`config.mk`:
```
export PLATFORM = sky130hd
export DESIGN_NAME = csi_sqrt_cell
export DESIGN_NICKNAME = d
export VERILOG_FILES = /design/src/rtl/core/csi_pkg.sv /design/src/rtl/core/csi_sqrt_cell.sv
export SDC_FILE = /design/constraint.sdc
export NUM_CORES = 1
export LEC_CHECK = 0
export BUFFER_PORTS_ARGS = -buffer_cell sky130_fd_sc_hd__buf_4
export CORE_MARGIN = 8
export CORE_UTILIZATION = 25
export DETAILED_ROUTE_END_ITERATION = 16
export GPL_TIMING_DRIVEN = 0
export PLACE_DENSITY = 0.46
export SLEW_MARGIN = 40
export SYNTH_ARGS = -nofsm -noshare
export SYNTH_HDL_FRONTEND = slang
export SYNTH_SLANG_ARGS = --single-unit
```
`constraint.sdc`:
```
create_clock -name clock -period 5.75 [get_ports clock]
set_input_delay 0.575 -clock clock [delete_from_list [all_inputs] [get_ports clock]]
set_output_delay 0.575 -clock clock [all_outputs]
set_load 0.02 [all_outputs]
```
`src/rtl/core/csi_pkg.sv`:
```
// ----------------------------------------------------------------------------
// csi_pkg
// Shared types and constants for the circle / segment intersection pipeline.
// ----------------------------------------------------------------------------
package csi_pkg;

   // Four divide lanes: first x, first y, second x, second y
   localparam int unsigned LANE_COUNT = 4;

   // Per-stage handshake between the top level and one cell of a chain
   typedef struct packed {
      logic advance;
      logic valid;
   } step_ctrl_type;

endpackage

```
`src/rtl/core/csi_sqrt_cell.sv`:
```
// ----------------------------------------------------------------------------
// csi_sqrt_cell
// One digit of a pipelined integer square root: one trial subtract per cell.
// ----------------------------------------------------------------------------
module csi_sqrt_cell
   import csi_pkg::*;
#(
   parameter int RAD_WIDTH  = 134,
   parameter int SIDE_WIDTH = 8,
   parameter int STEP       = 0
) (
   input  logic                  clock,
   input  logic                  reset,
   input  step_ctrl_type         ctrl,
   input  logic [RAD_WIDTH-1:0]  num_i,
   input  logic [RAD_WIDTH-1:0]  res_i,
   input  logic [SIDE_WIDTH-1:0] side_i,
   output logic                  valid_o,
   output logic [RAD_WIDTH-1:0]  num_o,
   output logic [RAD_WIDTH-1:0]  res_o,
   output logic [SIDE_WIDTH-1:0] side_o
);

   // Power of four handled by this cell
   localparam logic [RAD_WIDTH-1:0] BIT_WEIGHT =
      {{(RAD_WIDTH-1){1'b0}}, 1'b1} << (RAD_WIDTH - 2 - 2 * STEP);

   logic                  valid_ff;
   logic [RAD_WIDTH-1:0]  num_ff, num_in;
   logic [RAD_WIDTH-1:0]  res_ff, res_in;
   logic [SIDE_WIDTH-1:0] side_ff;
   logic [RAD_WIDTH-1:0]  trial;
   logic                  take;

   always_comb begin
      trial = res_i + BIT_WEIGHT;
      take  = (num_i >= trial);
      if (take) begin
         num_in = num_i - trial;
         res_in = (res_i >> 1) + BIT_WEIGHT;
      end else begin
         num_in = num_i;
         res_in = res_i >> 1;
      end
   end

   always_ff @(posedge clock) begin
      if (reset) begin
         valid_ff <= 1'b0;
      end else if (ctrl.advance) begin
         valid_ff <= ctrl.valid;
      end
   end

   always_ff @(posedge clock) begin
      if (ctrl.advance) begin
         num_ff  <= num_in;
         res_ff  <= res_in;
         side_ff <= side_i;
      end
   end

   assign valid_o = valid_ff;
   assign num_o   = num_ff;
   assign res_o   = res_ff;
   assign side_o  = side_ff;

endmodule

```
==> impl_metrics.yaml <==
detailed_routing:
  vias: 18600
  drc_errors: 0
  drt_wl_total_mm: 86.8
  drt_iter0_markers: 1131
  drtPass1Iterations: 7
  avgViaCountPerCell: 4.87
  ant_nets: 0
  wl_per_cell_um: 22.7
power_and_ir_drop:
  p_switching_mw: 2.63
  p_clk_frac: 0.306
  leakagePower_nw: 11.3
  powerDensity_nw_per_um2: 281
  swShare: 0.357
  p_comb_frac: 0.342
  vdd_ir_drop_max_uv: 206
  seqPwrFrac: 0.352
  p_int_mw: 4.74
  power.total_mw: 7.37
die:
  chipWidth_um: 295
  die_h_um: 295
  start_util: 0.252
  coreArea_sq_um: 77200
  row_count: 102
  die_area_sq_um: 87000
  pin_count: 557
synth:
  netlist_area_sq_um: 19400
  syn_inst: 2153
  synth_edf_count: 276
  seq_area_frac_synth: 0.427
  synth_nets: 2568
  synth_flop_cell: "edfxtp_1"
  yosysWarningCount: 0
  synth_cell_types: 66
  synth-compound-area-share: 0.221
  synthSimpleGateAreaFrac: 0.144
  synthMuxAreaShare: 0.00270
  synth_top_family_by_area: "compound AO/OA/AOI/OAI gates"
  synth_fa_ha_area_frac: 0.0872
  synthXorXnorAreaFrac: 0.0590
  syn_area_per_cell_sq_um: 9.03
  ys_ff_latch: 277
  async_reset_ff_frac: 0
sta:
  drv_slew: 0
  tightest_slew_ps: 872
  tns_ps: 0
  fmax_mhz: 180
  setup_viol: 0
  timing.hold.ws_ps: 169
  finalCriticalPeriod_ps: 5540
  hold_viol: 0
  slew_headroom: 0.413
  timing.final.crit_share: 0.964
  setup_ws_ps: 206
  finClkSkew_ps: 0
  rsz0062_at_grt: "false"
setup_path:
  critical-path-top-delay-family: "compound AO/OA/AOI/OAI gates"
  crit_buf_inv: 5
  worstPathArrival_ps: 5810
  crit_chain: "buf_4 > ha_1 > clkbuf_1 > nand2_1 > or3_1 > or4_4 > a2111oi_4 > o2111ai_2 > a21oi_4 > a31oi_2 > o41ai_4 > a31o_1 > buf_4 > buf_4 > buf_2 > a21oi_1"
  cpMaxStageDelayCell: "o41ai_4"
  path_class: "in2reg"
  cpMostUsedCell: "buf_4"
  cp.required_ps: 6010
  crit_path_max_incr_delay_ps: 570
  cp-start-kind: "input pin"
  endpoint_kind: "register"
  cp_max_fo: 10
run:
  maxCapViolations: 0
place:
  place_congestion: 0.888
  port_buffers: 556
  pre_cts_ws_ps: -812
  hpwl_mm: 72.5
  postPlaceCellArea_sq_um: 25100
clocking:
  cts-buffers-inserted: 36
  cts_tree: "yes"
  cts_hold_buffers: 0
  clock_latency_ps: 560
  htreeDepth: 2
  clock-sinks: 277
  root_buffer: "clkbuf_16"
  clockBufferDepth: 3
  clkTransAtPathRegs_ps: 60
finish:
  area_growth_pct: 35.0
  n_fill_cell: 8115
  drive_above_1_share: 0.241
  stdcell_area_sq_um: 26300
  finalNetCount: 3166
global_route:
  antenna_found_initial: 15
  grt_max_degree: 69
  grt_pass1_wl_mm: 124
  grt_use_total: 0.190
  grt_pass1_vias: 19300
  gr-total-overflow: 0
hold_path:
  hold_path_class: "in2reg"
status:
  status: "complete, no violations"
==> worst reg2reg max path, cell delays in order (launching register included) <==
cell     delay (ps)
dfxtp_1         310
mux2i_1         120
nor2_1           50
==> layout by cell type (no fill, tap or decap), types with 7 or more instances in the layout <==
master,instances
clkbuf_16,36
o21ai_1,18
nand2_1,176
o31ai_1,7
clkbuf_1,89
nor2b_1,10
buf_2,15
o21bai_1,46
xnor2_1,65
a211oi_1,10
a21boi_0,13
edfxtp_1,276
a31oi_1,9
nand4_1,77
and2_1,10
nor2_1,238
xor2_1,66
nor3_1,32
nand2b_1,10
or3_1,14
nand3_1,14
o211ai_1,15
buf_6,8
a21o_1,93
o21a_1,17
o21ai_0,116
inv_1,171
ha_1,134
a21oi_1,309
nor4_1,12
buf_4,558
==> synthesized netlist by cell type (9+ instances only) <==
cell / number / area (sq um)
a211oi_1: 11 / 82.6
a21boi_0: 13 / 97.6
a21o_1: 93 / 698
a21oi_1: 309 / 1550
a31oi_1: 9 / 56.3
and2_1: 10 / 62.6
buf_2: 16 / 80.1
clkbuf_1: 86 / 323
edfxtp_1: 276 / 8290
ha_1: 134 / 1680
inv_1: 171 / 642
nand2_1: 176 / 661
nand2b_1: 10 / 62.6
nand3_1: 14 / 70.1
nand4_1: 77 / 482
nor2_1: 238 / 893
nor2b_1: 10 / 62.6
nor3_1: 33 / 165
nor4_1: 13 / 81.3
o211ai_1: 15 / 113
o21a_1: 17 / 128
o21ai_0: 118 / 591
o21ai_1: 16 / 80.1
o21bai_1: 46 / 345
or3_1: 14 / 87.6
xnor2_1: 65 / 569
xor2_1: 66 / 578
==> timing repair <==
item / 4_1_cts / 5_1_grt
resized for setup: 1 / 0
setup buffers: 0 / 0
setup endpoints to repair: 46 / 4
pin swaps: 0 / 1
==> layer usage <==
layer	routed length (um)	vias up	part of all wire	global-route usage
met1	35000	8831	0.40	0.224
met2	42200	667	0.49	0.334
met4	2020	20	0.023	0.0449
li1	-	9001	-	-
met5	122	-	0.0014	0
met3	7460	117	0.086	0.0583
==> registers in the layout, indices dropped and copies added, names as in the netlist <==
register / cells
num_o: 134
res_o: 134
side_o: 8
valid_o: 1
==> kinds of logic (layout without fill, tap and decap cells) <==
family                   after synthesis  after routing
AO/OA/AOI/OAI                        704            704
buffers and inverters                284            910
XOR/XNOR                             131            131
multiplexers                           5              5
AND/OR/NAND/NOR                      617            617
adder cells (fa/ha/maj)              135            135
flip-flops                           277            277
other                                  0              4
==> area by class of cell <==
| class | instances | area [sq um] | share of cell area |
|---|---|---|---|
| Antenna cell | 4 | 10.0 | 0.000381 |
| Buffer | 112 | 515 | 0.0196 |
| Clock buffer | 44 | 941 | 0.0358 |
| Clock inverter | 22 | 223 | 0.00848 |
| Inverter | 172 | 646 | 0.0246 |
| Multi-Input combinational cell | 1592 | 10000 | 0.382 |
| Sequential cell | 277 | 8310 | 0.316 |
| Tap cell | 1040 | 1300 | 0.0496 |
| Timing Repair Buffer | 560 | 4290 | 0.163 |
==> power groups by stage <==
stage	Combinational, mW	Clock, mW	Sequential [mW]
finish	2.52	2.26	2.60
CTS	2.55	2.35	2.60
global placement	2.52	0	2.64
global route	2.74	2.40	2.62
floorplan	1.10	0	2.94
detailed placement	2.53	0	2.64
==> final timing paths <==
path	from	to	slack (ps)	depth (start not counted)
worst max-delay path	num_i[22]	num_o[34]	210	16
worst min-delay path	reset	valid_o	170	2
worst max register to register	valid_o	valid_o	5170	2
worst min register to register	valid_o	valid_o	500	2
==> metrics by stage <==
step / instances / util
detailed placement: 3753 / 0.325
CTS: 3819 / 0.340
global placement: 3749 / 0.323
global route: 3819 / 0.340
finish: 3823 / 0.340
floorplan: 2153 / -
Power figures use the tool's default switching activity.
