**config.mk**
```make
export PLATFORM = sky130hd
export DESIGN_NAME = csi_div_cell
export DESIGN_NICKNAME = d
export VERILOG_FILES = /design/src/rtl/core/csi_pkg.sv /design/src/rtl/core/csi_div_cell.sv
export SDC_FILE = /design/constraint.sdc
export NUM_CORES = 1
export LEC_CHECK = 0
export BUFFER_PORTS_ARGS = -buffer_cell sky130_fd_sc_hd__buf_2
export CAP_MARGIN = 10
export CORE_AREA = 2 2 492 494
export DETAILED_ROUTE_END_ITERATION = 12
export DIE_AREA = 0 0 494 496
export GPL_ROUTABILITY_DRIVEN = 0
export PLACE_DENSITY = 0.33
export SYNTH_ARGS = -nofsm -noshare
export SYNTH_HDL_FRONTEND = slang
export SYNTH_SLANG_ARGS = --single-unit
```
**constraint.sdc**
```tcl
create_clock -name clock -period 3.2 [get_ports clock]
set_input_delay 0.16 -clock clock [delete_from_list [all_inputs] [get_ports clock]]
set_output_delay 0.16 -clock clock [all_outputs]
set_load 0.01 [all_outputs]
```
**src/rtl/core/csi_pkg.sv**
```systemverilog
// ----------------------------------------------------------------------------
// csi_pkg
// Shared types and constants for the circle / segment intersection pipeline.
// ----------------------------------------------------------------------------
package csi_pkg;

   // Four divide lanes: first x, first y, second x, second y
   localparam int unsigned LANE_COUNT = 4;

   // Per-stage handshake between the top level and one cell of a chain
   typedef struct packed {
      logic advance;
      logic valid;
   } step_ctrl_type;

endpackage

```
**src/rtl/core/csi_div_cell.sv**
```systemverilog
// ----------------------------------------------------------------------------
// csi_div_cell
// One quotient bit of four parallel restoring dividers sharing a divisor.
// ----------------------------------------------------------------------------
module csi_div_cell
   import csi_pkg::*;
#(
   parameter int REM_WIDTH  = 104,
   parameter int DIV_WIDTH  = 68,
   parameter int QUO_WIDTH  = 33,
   parameter int SIDE_WIDTH = 8,
   parameter int STEP       = 0
) (
   input  logic                                  clock,
   input  logic                                  reset,
   input  step_ctrl_type                         ctrl,
   input  logic [LANE_COUNT-1:0][REM_WIDTH-1:0]  rem_i,
   input  logic [LANE_COUNT-1:0][QUO_WIDTH-1:0]  quo_i,
   input  logic [DIV_WIDTH-1:0]                  dv_i,
   input  logic [SIDE_WIDTH-1:0]                 side_i,
   output logic                                  valid_o,
   output logic [LANE_COUNT-1:0][REM_WIDTH-1:0]  rem_o,
   output logic [LANE_COUNT-1:0][QUO_WIDTH-1:0]  quo_o,
   output logic [DIV_WIDTH-1:0]                  dv_o,
   output logic [SIDE_WIDTH-1:0]                 side_o
);

   // Quotient bit resolved by this cell
   localparam int SHIFT = QUO_WIDTH - 1 - STEP;

   logic                                 valid_ff;
   logic [LANE_COUNT-1:0][REM_WIDTH-1:0] rem_ff, rem_in;
   logic [LANE_COUNT-1:0][QUO_WIDTH-1:0] quo_ff, quo_in;
   logic [DIV_WIDTH-1:0]                 dv_ff;
   logic [SIDE_WIDTH-1:0]                side_ff;
   logic [REM_WIDTH-1:0]                 sub;

   always_comb begin
      sub = REM_WIDTH'(dv_i) << SHIFT;
      for (int l = 0; l < LANE_COUNT; l++) begin
         quo_in[l] = quo_i[l];
         if (rem_i[l] >= sub) begin
            rem_in[l]        = rem_i[l] - sub;
            quo_in[l][SHIFT] = 1'b1;
         end else begin
            rem_in[l] = rem_i[l];
         end
      end
   end

   always_ff @(posedge clock) begin
      if (reset) begin
         valid_ff <= 1'b0;
      end else if (ctrl.advance) begin
         valid_ff <= ctrl.valid;
      end
   end

   always_ff @(posedge clock) begin
      if (ctrl.advance) begin
         rem_ff  <= rem_in;
         quo_ff  <= quo_in;
         dv_ff   <= dv_i;
         side_ff <= side_i;
      end
   end

   assign valid_o = valid_ff;
   assign rem_o   = rem_ff;
   assign quo_o   = quo_ff;
   assign dv_o    = dv_ff;
   assign side_o  = side_ff;

endmodule

```
==> results of run 1 <==
==> cells in the final DEF (no fill, tap or decap), types with 15 or more instances in the layout <==
master and n:
ha_4 38, edfxtp_1 624, o21bai_1 60, a21oi_2 31, nand3_1 44, diode_2 50, xnor2_1 158, xor2_1 110
clkinvlp_4 22, nor2b_1 30, nand4_1 107, buf_6 29, inv_1 138, clkbuf_16 95, a21o_1 154, o21a_1 24
a31oi_1 32, o21ai_0 341, buf_4 1196, o211ai_1 22, ha_1 226, o21ai_1 54, nand2_1 470, nand2b_1 33
nand2_2 19, a21oi_1 309, dlygate4sd3_1 629, o21ai_2 34, nor3_1 37, buf_2 1238, nor4_1 36, and2_1 15
buf_12 56, nor2_1 156
==> through the flow <==
stage / hold slack (ps) / total power [mW]
floorplan: 232 / 14.5
global placement: 320 / 20.5
detailed placement: 329 / 20.4
CTS: -360 / 32.2
global route: -322 / 33.4
finish: -282 / 31.9
==> per-layer routing <==
layer / part of all wire, % / wire length (µm) / global-route usage [%] / vias to the layer above
li1: - / - / - / 20600
met1: 38 / 98600 / 22.4 / 20600
met2: 50 / 130000 / 36.1 / 1435
met3: 6.1 / 15800 / 4.31 / 429
met4: 5.3 / 13700 / 9.53 / 42
met5: 0.099 / 256 / 0 / -
==> how the worst min path moves through the flow <==
stage	start	end	slack [ps]	cells past startpoint
floorplan	reset	valid_o	230	1
global placement	reset	valid_o	320	2
detailed placement	reset	valid_o	330	2
CTS	rem_i[137]	rem_o[137]	-360	3
global route	rem_i[32]	rem_o[32]	-320	3
finish	rem_i[32]	rem_o[32]	-280	3
==> power by group through the flow <==
stage               logic (mW)  clock network (mW)  registers, mW
floorplan                 3.26                   0           11.2
global placement          9.64                   0           10.8
detailed placement        9.59                   0           10.8
CTS                       10.7                10.8           10.7
global route              11.6                11.1           10.7
finish                    10.8                10.4           10.6
==> logic make-up (layout without fill, tap and decap cells) <==
logic type      Yosys count  count (layout)
compound gates         1242            1242
xor+xnor                270             270
fa+ha+maj               276             276
buf+inv                 341            3503
flops                   625             625
mux                      15              15
other cells               0              50
simple gates           1069            1069
==> worst max-delay path, stage by stage <==
cell	delay [ps]
buf_8	100
buf_8	120
ha_4	160
fa_2	360
nand2b_4	170
a21oi_4	190
o22a_1	230
buf_12	140
nand3_4	90
a311oi_4	420
o2111ai_2	130
buf_4	180
nand2_4	80
a211o_1	200
buf_12	140
o31ai_4	80
buf_12	190
buf_16	160
buf_12	150
buf_8	130
nand2_2	50
o21ai_2	50
==> repair_timing <==
item,CTS,global route
setup endpoints to repair,276,222
pin swaps,58,79
gates cloned,13,6
buffers inserted,53,26
endpoints found under the hold margin,662,2
gates resized for setup,264,251
hold buffers,631,1
==> flip-flops by register name, indices dropped and copies added (netlist names) <==
register	flops
dv_o	68
quo_o	132
rem_o	416
side_o	8
valid_o	1
==> area by class of cell <==
class	count	share of cell area, %
multi-input combinational	2872	29.0
timing repair buffer	3184	33.5
inverter	157	0.913
clock inverter	61	1.08
tap	3185	5.63
antenna	50	0.177
clock buffer	101	3.18
sequential	625	26.5
==> impl_metrics.yaml, run 1 <==
run_status:
  status: "finished with violations"
  violations: "hold timing, setup timing"
final_layout:
  fill_cells: 25500
  regArea_um2: 18800
  stdcell_area_um2: 70700
  final_cells: 10200
  areaGrowthSynthToFinish_pct: 82.5
  multiInputGateArea_um2: 20500
  final_nets: 7832
  fin_util_pct: 29.5
  final_layout_size_suffix_gt1_share_pct: 43.0
synthesis:
  synth_commonest_cells: "edfxtp_1, nand2_1, o21ai_0"
  ys.flop_type: "edfxtp_1"
  syn_nets: 4742
  ys_ff_latch: 625
  async_flop_share_pct: 0
  synth_top_family_by_area: "compound AO/OA/AOI/OAI gates"
  yosysTopAreaCellShare_pct: 48.4
  synth.most_common_cell: "edfxtp_1"
  synth-xor-area-share_pct: 6.10
  syn_avg_cell_area_um2: 10.1
  synthSimpleGateAreaFrac_pct: 12.9
  yosysWarnings: 0
  synth_fa_ha_area_share_pct: 8.99
  synth_compound_area_share_pct: 19.7
  synth_seq_area_share_pct: 48.4
  synth_edf_count: 624
  synth.top_cells.by_area: "edfxtp_1, ha_1, o21ai_0"
  synth_top_cell_by_area: "edfxtp_1"
  synth_cell_type_count: 91
  syn_inst: 3838
  syn_area_um2: 38800
  synth_mux_area_share_pct: 0.423
clock_tree:
  h-tree-depth: 3
  root_buffer: "clkbuf_16"
  ctsLongestPathBuffers: 3
  cts_tree: "built"
  numCtsBuffers: 88
  insertion_delay_ps: 730
  cts_sinks: 625
  clkTransAtPathRegs_ps: 60
floorplan:
  rows: 180
  initial_core_util_pct: 16.2
  fp.dieH_um: 496
  dieWidth_um: 494
  core_um2: 240000
  die_area_um2: 245000
  io_pins: 1253
worst_setup_path:
  reg2reg_slack_ps: 2080
  worstSetupStartpoint: "dv_i[0]"
  r2r-end: "valid_o"
  crit_fanout: 7
  cp-endpoint: "rem_o[353]"
  r2r-start: "valid_o"
  r2r_cells: 3
  critPathKind: "in -> reg"
  crit_required_ps: 3700
  cp.arrival_ps: 3760
  start_kind: "primary input"
  endpoint_kind: "flop"
route:
  drc: 0
  vias: 43100
  wl_per_cell_um: 25.3
  wl_um: 258000
  dr.pass1.iters: 5
  viasPerCell: 4.21
  antenna_left: 0
  first_iter_violations: 2333
pwr:
  pwr-share-comb_pct: 34.0
  clkPwrFrac_pct: 32.7
  switchingPower_mw: 10.7
  swShare_pct: 33.6
  seqPwrFrac_pct: 33.4
  irDropWorstVdd_v: 0.000380
  power.leakage_nw: 30.5
  intPower_mw: 21.2
  p_per_area_nw_per_um2: 451
grt:
  grt_util_all_layers_pct: 20.1
  grt.overflow.total: 0
  grt_pass1_vias: 44600
  grt_pass1_wl_um: 344000
  grt_start_max_net_pins: 105
  antenna_found_initial: 113
timing:
  setup_violations: 10
  fmax_ghz: 0.307
  setup_ws_ps: -59.0
  period_needed_ps: 3260
  rsz0062_at_grt: "yes"
  clock_skew_ps: 0
  setup_tns_ps: -309
  timing.final.crit_share_pct: 102
  tightest_slew_ps: 693
  relSlewSlack_pct: 53.8
  hold_slack_ps: -282
  hold_viol: 1
  finalMaxSlewViolations: 0
placed_design:
  pre_cts_ws_ps: -1620
  dp_cells: 9312
  dp_hpwl_um: 213000
  placed_area_um2: 58100
  numPortBuffers: 1252
run:
  drv_cap: 0
hold_path:
  hold_path_class: "in -> reg"
Power figures use the tool's default switching activity.
==> run 2: changes to the inputs <==
--- a/config.mk
+++ b/config.mk
@@ -11,6 +11,7 @@
 export DETAILED_ROUTE_END_ITERATION = 12
 export DIE_AREA = 0 0 494 496
 export GPL_ROUTABILITY_DRIVEN = 0
+export GPL_TIMING_DRIVEN = 0
 export PLACE_DENSITY = 0.33
 export SYNTH_ARGS = -nofsm -noshare
 export SYNTH_HDL_FRONTEND = slang
==> run 2 against run 1 <==
Compared with the run above:
- the flow still finishes with violations (hold timing, setup timing)
- final area decreased by 7.0%
- sequential share of layout area increased by 2.0 points
- clock power about the same
- total power decreased by 2.4%
- sequential power about the same
- die area unchanged
- wire length increased by 1.9%
- register-to-register slack about the same
==> impl_metrics.yaml, run 2 (synthesized netlist as in run 1, its figures left out) <==
final_layout:
  layout_common_cells: "buf_2, dlygate4sd3_1, edfxtp_1"
  final_nets: 6913
  areaGrowthSynthToFinish_pct: 69.7
  final_layout_size_suffix_gt1_share_pct: 37.7
  largest_reg_flops: 416
  layout_commonest_cell: "buf_2"
  fin_util_pct: 27.4
pwr:
  pwr-share-comb_pct: 31.8
  irDropWorstVdd_v: 0.000360
  p_per_area_nw_per_um2: 473
  swShare_pct: 34.7
  seqPwrFrac_pct: 34.0
  clkPwrFrac_pct: 34.3
  switchingPower_mw: 10.8
  power.leakage_nw: 26.4
  intPower_mw: 20.3
placed_design:
  dp_hpwl_um: 210000
  pre_cts_ws_ps: -3790
  numPortBuffers: 1252
timing:
  fmax_ghz: 0.297
  tightest_slew_ps: 881
  finalMaxSlewViolations: 0
  period_needed_ps: 3370
  rsz0062_at_grt: "yes"
  relSlewSlack_pct: 40.8
  timing.final.crit_share_pct: 105
  hold_slack_ps: -326
  setup_tns_ps: -5740
  hold_viol: 14
  setup_ws_ps: -167
  clock_skew_ps: 0
  setup_violations: 107
worst_setup_path:
  critical_path.slowest_cell: "a21oi_1"
  endpoint_kind: "flop"
  critPathKind: "in -> reg"
  critPathBufInv: 6
  crit_required_ps: 3780
  worstPathCellList: "buf_2 -> inv_1 -> ha_1 -> a21oi_1 -> nor2b_1 -> o21ai_0 -> nand2b_1 -> a21o_1 -> a21oi_1 -> o21ai_0 -> o31ai_4 -> buf_12 -> buf_16 -> buf_12 -> buf_16 -> nand2_2 -> o21ai_1"
  cp.arrival_ps: 3950
  path_delay_family: "compound AO/OA/AOI/OAI gates"
  max_stage_delay_ps: 460
  start_kind: "primary input"
  crit_fanout: 6
route:
  wl_um: 263000
  vias: 40900
  drc: 0
  first_iter_violations: 2558
  viasPerCell: 4.39
  dr.pass1.iters: 5
  antenna_left: 0
  wl_per_cell_um: 28.3
run_status:
  violations: "hold timing, setup timing"
  status: "finished with violations"
grt:
  grt_util_all_layers_pct: 20.2
  grt.overflow.total: 0
  antenna_found_initial: 112
  grt_pass1_wl_um: 341000
  grt_start_max_net_pins: 102
  grt_pass1_vias: 41200
clock_tree:
  ctsLongestPathBuffers: 3
  insertion_delay_ps: 730
  clkTransAtPathRegs_ps: 60
  root_buffer: "clkbuf_16"
  cts_sinks: 625
  cts_tree: "built"
  h-tree-depth: 3
  numCtsBuffers: 88
floorplan:
  rows: 180
  initial_core_util_pct: 16.2
  io_pins: 1253
  core_um2: 240000
  dieWidth_um: 494
  die_area_um2: 245000
  fp.dieH_um: 496
hold_path:
  hold_path_class: "in -> reg"
run:
  drv_cap: 0
==> run 2: cell types whose count changed in the layout (fill, tap and decap cells not counted), moves of 17 or more <==
cell / before / now
buf_4: 1196 / 180
o21ai_2: 34 / 89
inv_1: 138 / 112
ha_1: 226 / 179
o21ai_0: 341 / 271
nand2_4: 9 / 48
o21ai_4: 5 / 22
nand2_2: 19 / 45
nand2_1: 470 / 404
clkbuf_1: 13 / 70
ha_2: 8 / 44
clkinvlp_4: 22 / 53
==> run 2: final cells by class <==
type                    count  area [µm²]
diodes                     51         128
clock inverters            66         825
fillers                 25700      174000
repair buffers           2152       15900
well taps                3185        3990
clock buffers              97        2240
inverters                 157         747
multi-input cells        2872       22200
flip-flops and latches    625       18800
plain buffers             113        1040
==> run 2: repair_timing <==
item | CTS | global route
gates cloned | 3 | 14
hold endpoints to repair | 698 | 30
endpoints found under the setup margin | 292 | 274
hold buffers | 616 | 21
pin swaps | 97 | 158
setup buffers | 147 | 93
gates resized for setup | 650 | 495
==> run 2: path summary, 6_finish.rpt <==
path	start	cells past startpoint	end	slack, ps
max	dv_i[57]	17	rem_o[404]	-170
max reg2reg	valid_o	3	valid_o	2080
min reg2reg	valid_o	3	valid_o	1030
min	dv_i[0]	1	dv_o[0]	-330
==> run 2: stage by stage <==
step / cell area, µm² / power (mW) / hold WS, ps / cells
after global routing: 65700 / 32.5 / -403 / 9292
after CTS: 62700 / 31.1 / -395 / 9181
final: 65800 / 31.1 / -326 / 9318
after floorplan: 38800 / 14.5 / 232 / 3838
after detailed placement: 49300 / 18.5 / 322 / 8290
after global placement: 49000 / 18.7 / 322 / 8275
==> run 2: power groups by stage <==
stage,sequential (mW),clock [mW],combinational (mW)
floorplan,11.2,0,3.26
global placement,10.9,0,7.81
detailed placement,10.7,0,7.78
CTS,10.6,11.2,9.33
global route,10.7,11.3,10.5
finish,10.6,10.7,9.89
==> run 2: metal layers <==
layer	share of wire [%]	track usage [%]	wire (µm)	vias to the layer above
met5	0.085	0	223	-
met4	5.3	9.20	13900	38
met3	5.6	4.11	14700	411
met2	51	36.6	134000	1505
met1	38	22.5	100000	20100
li1	-	-	-	18800
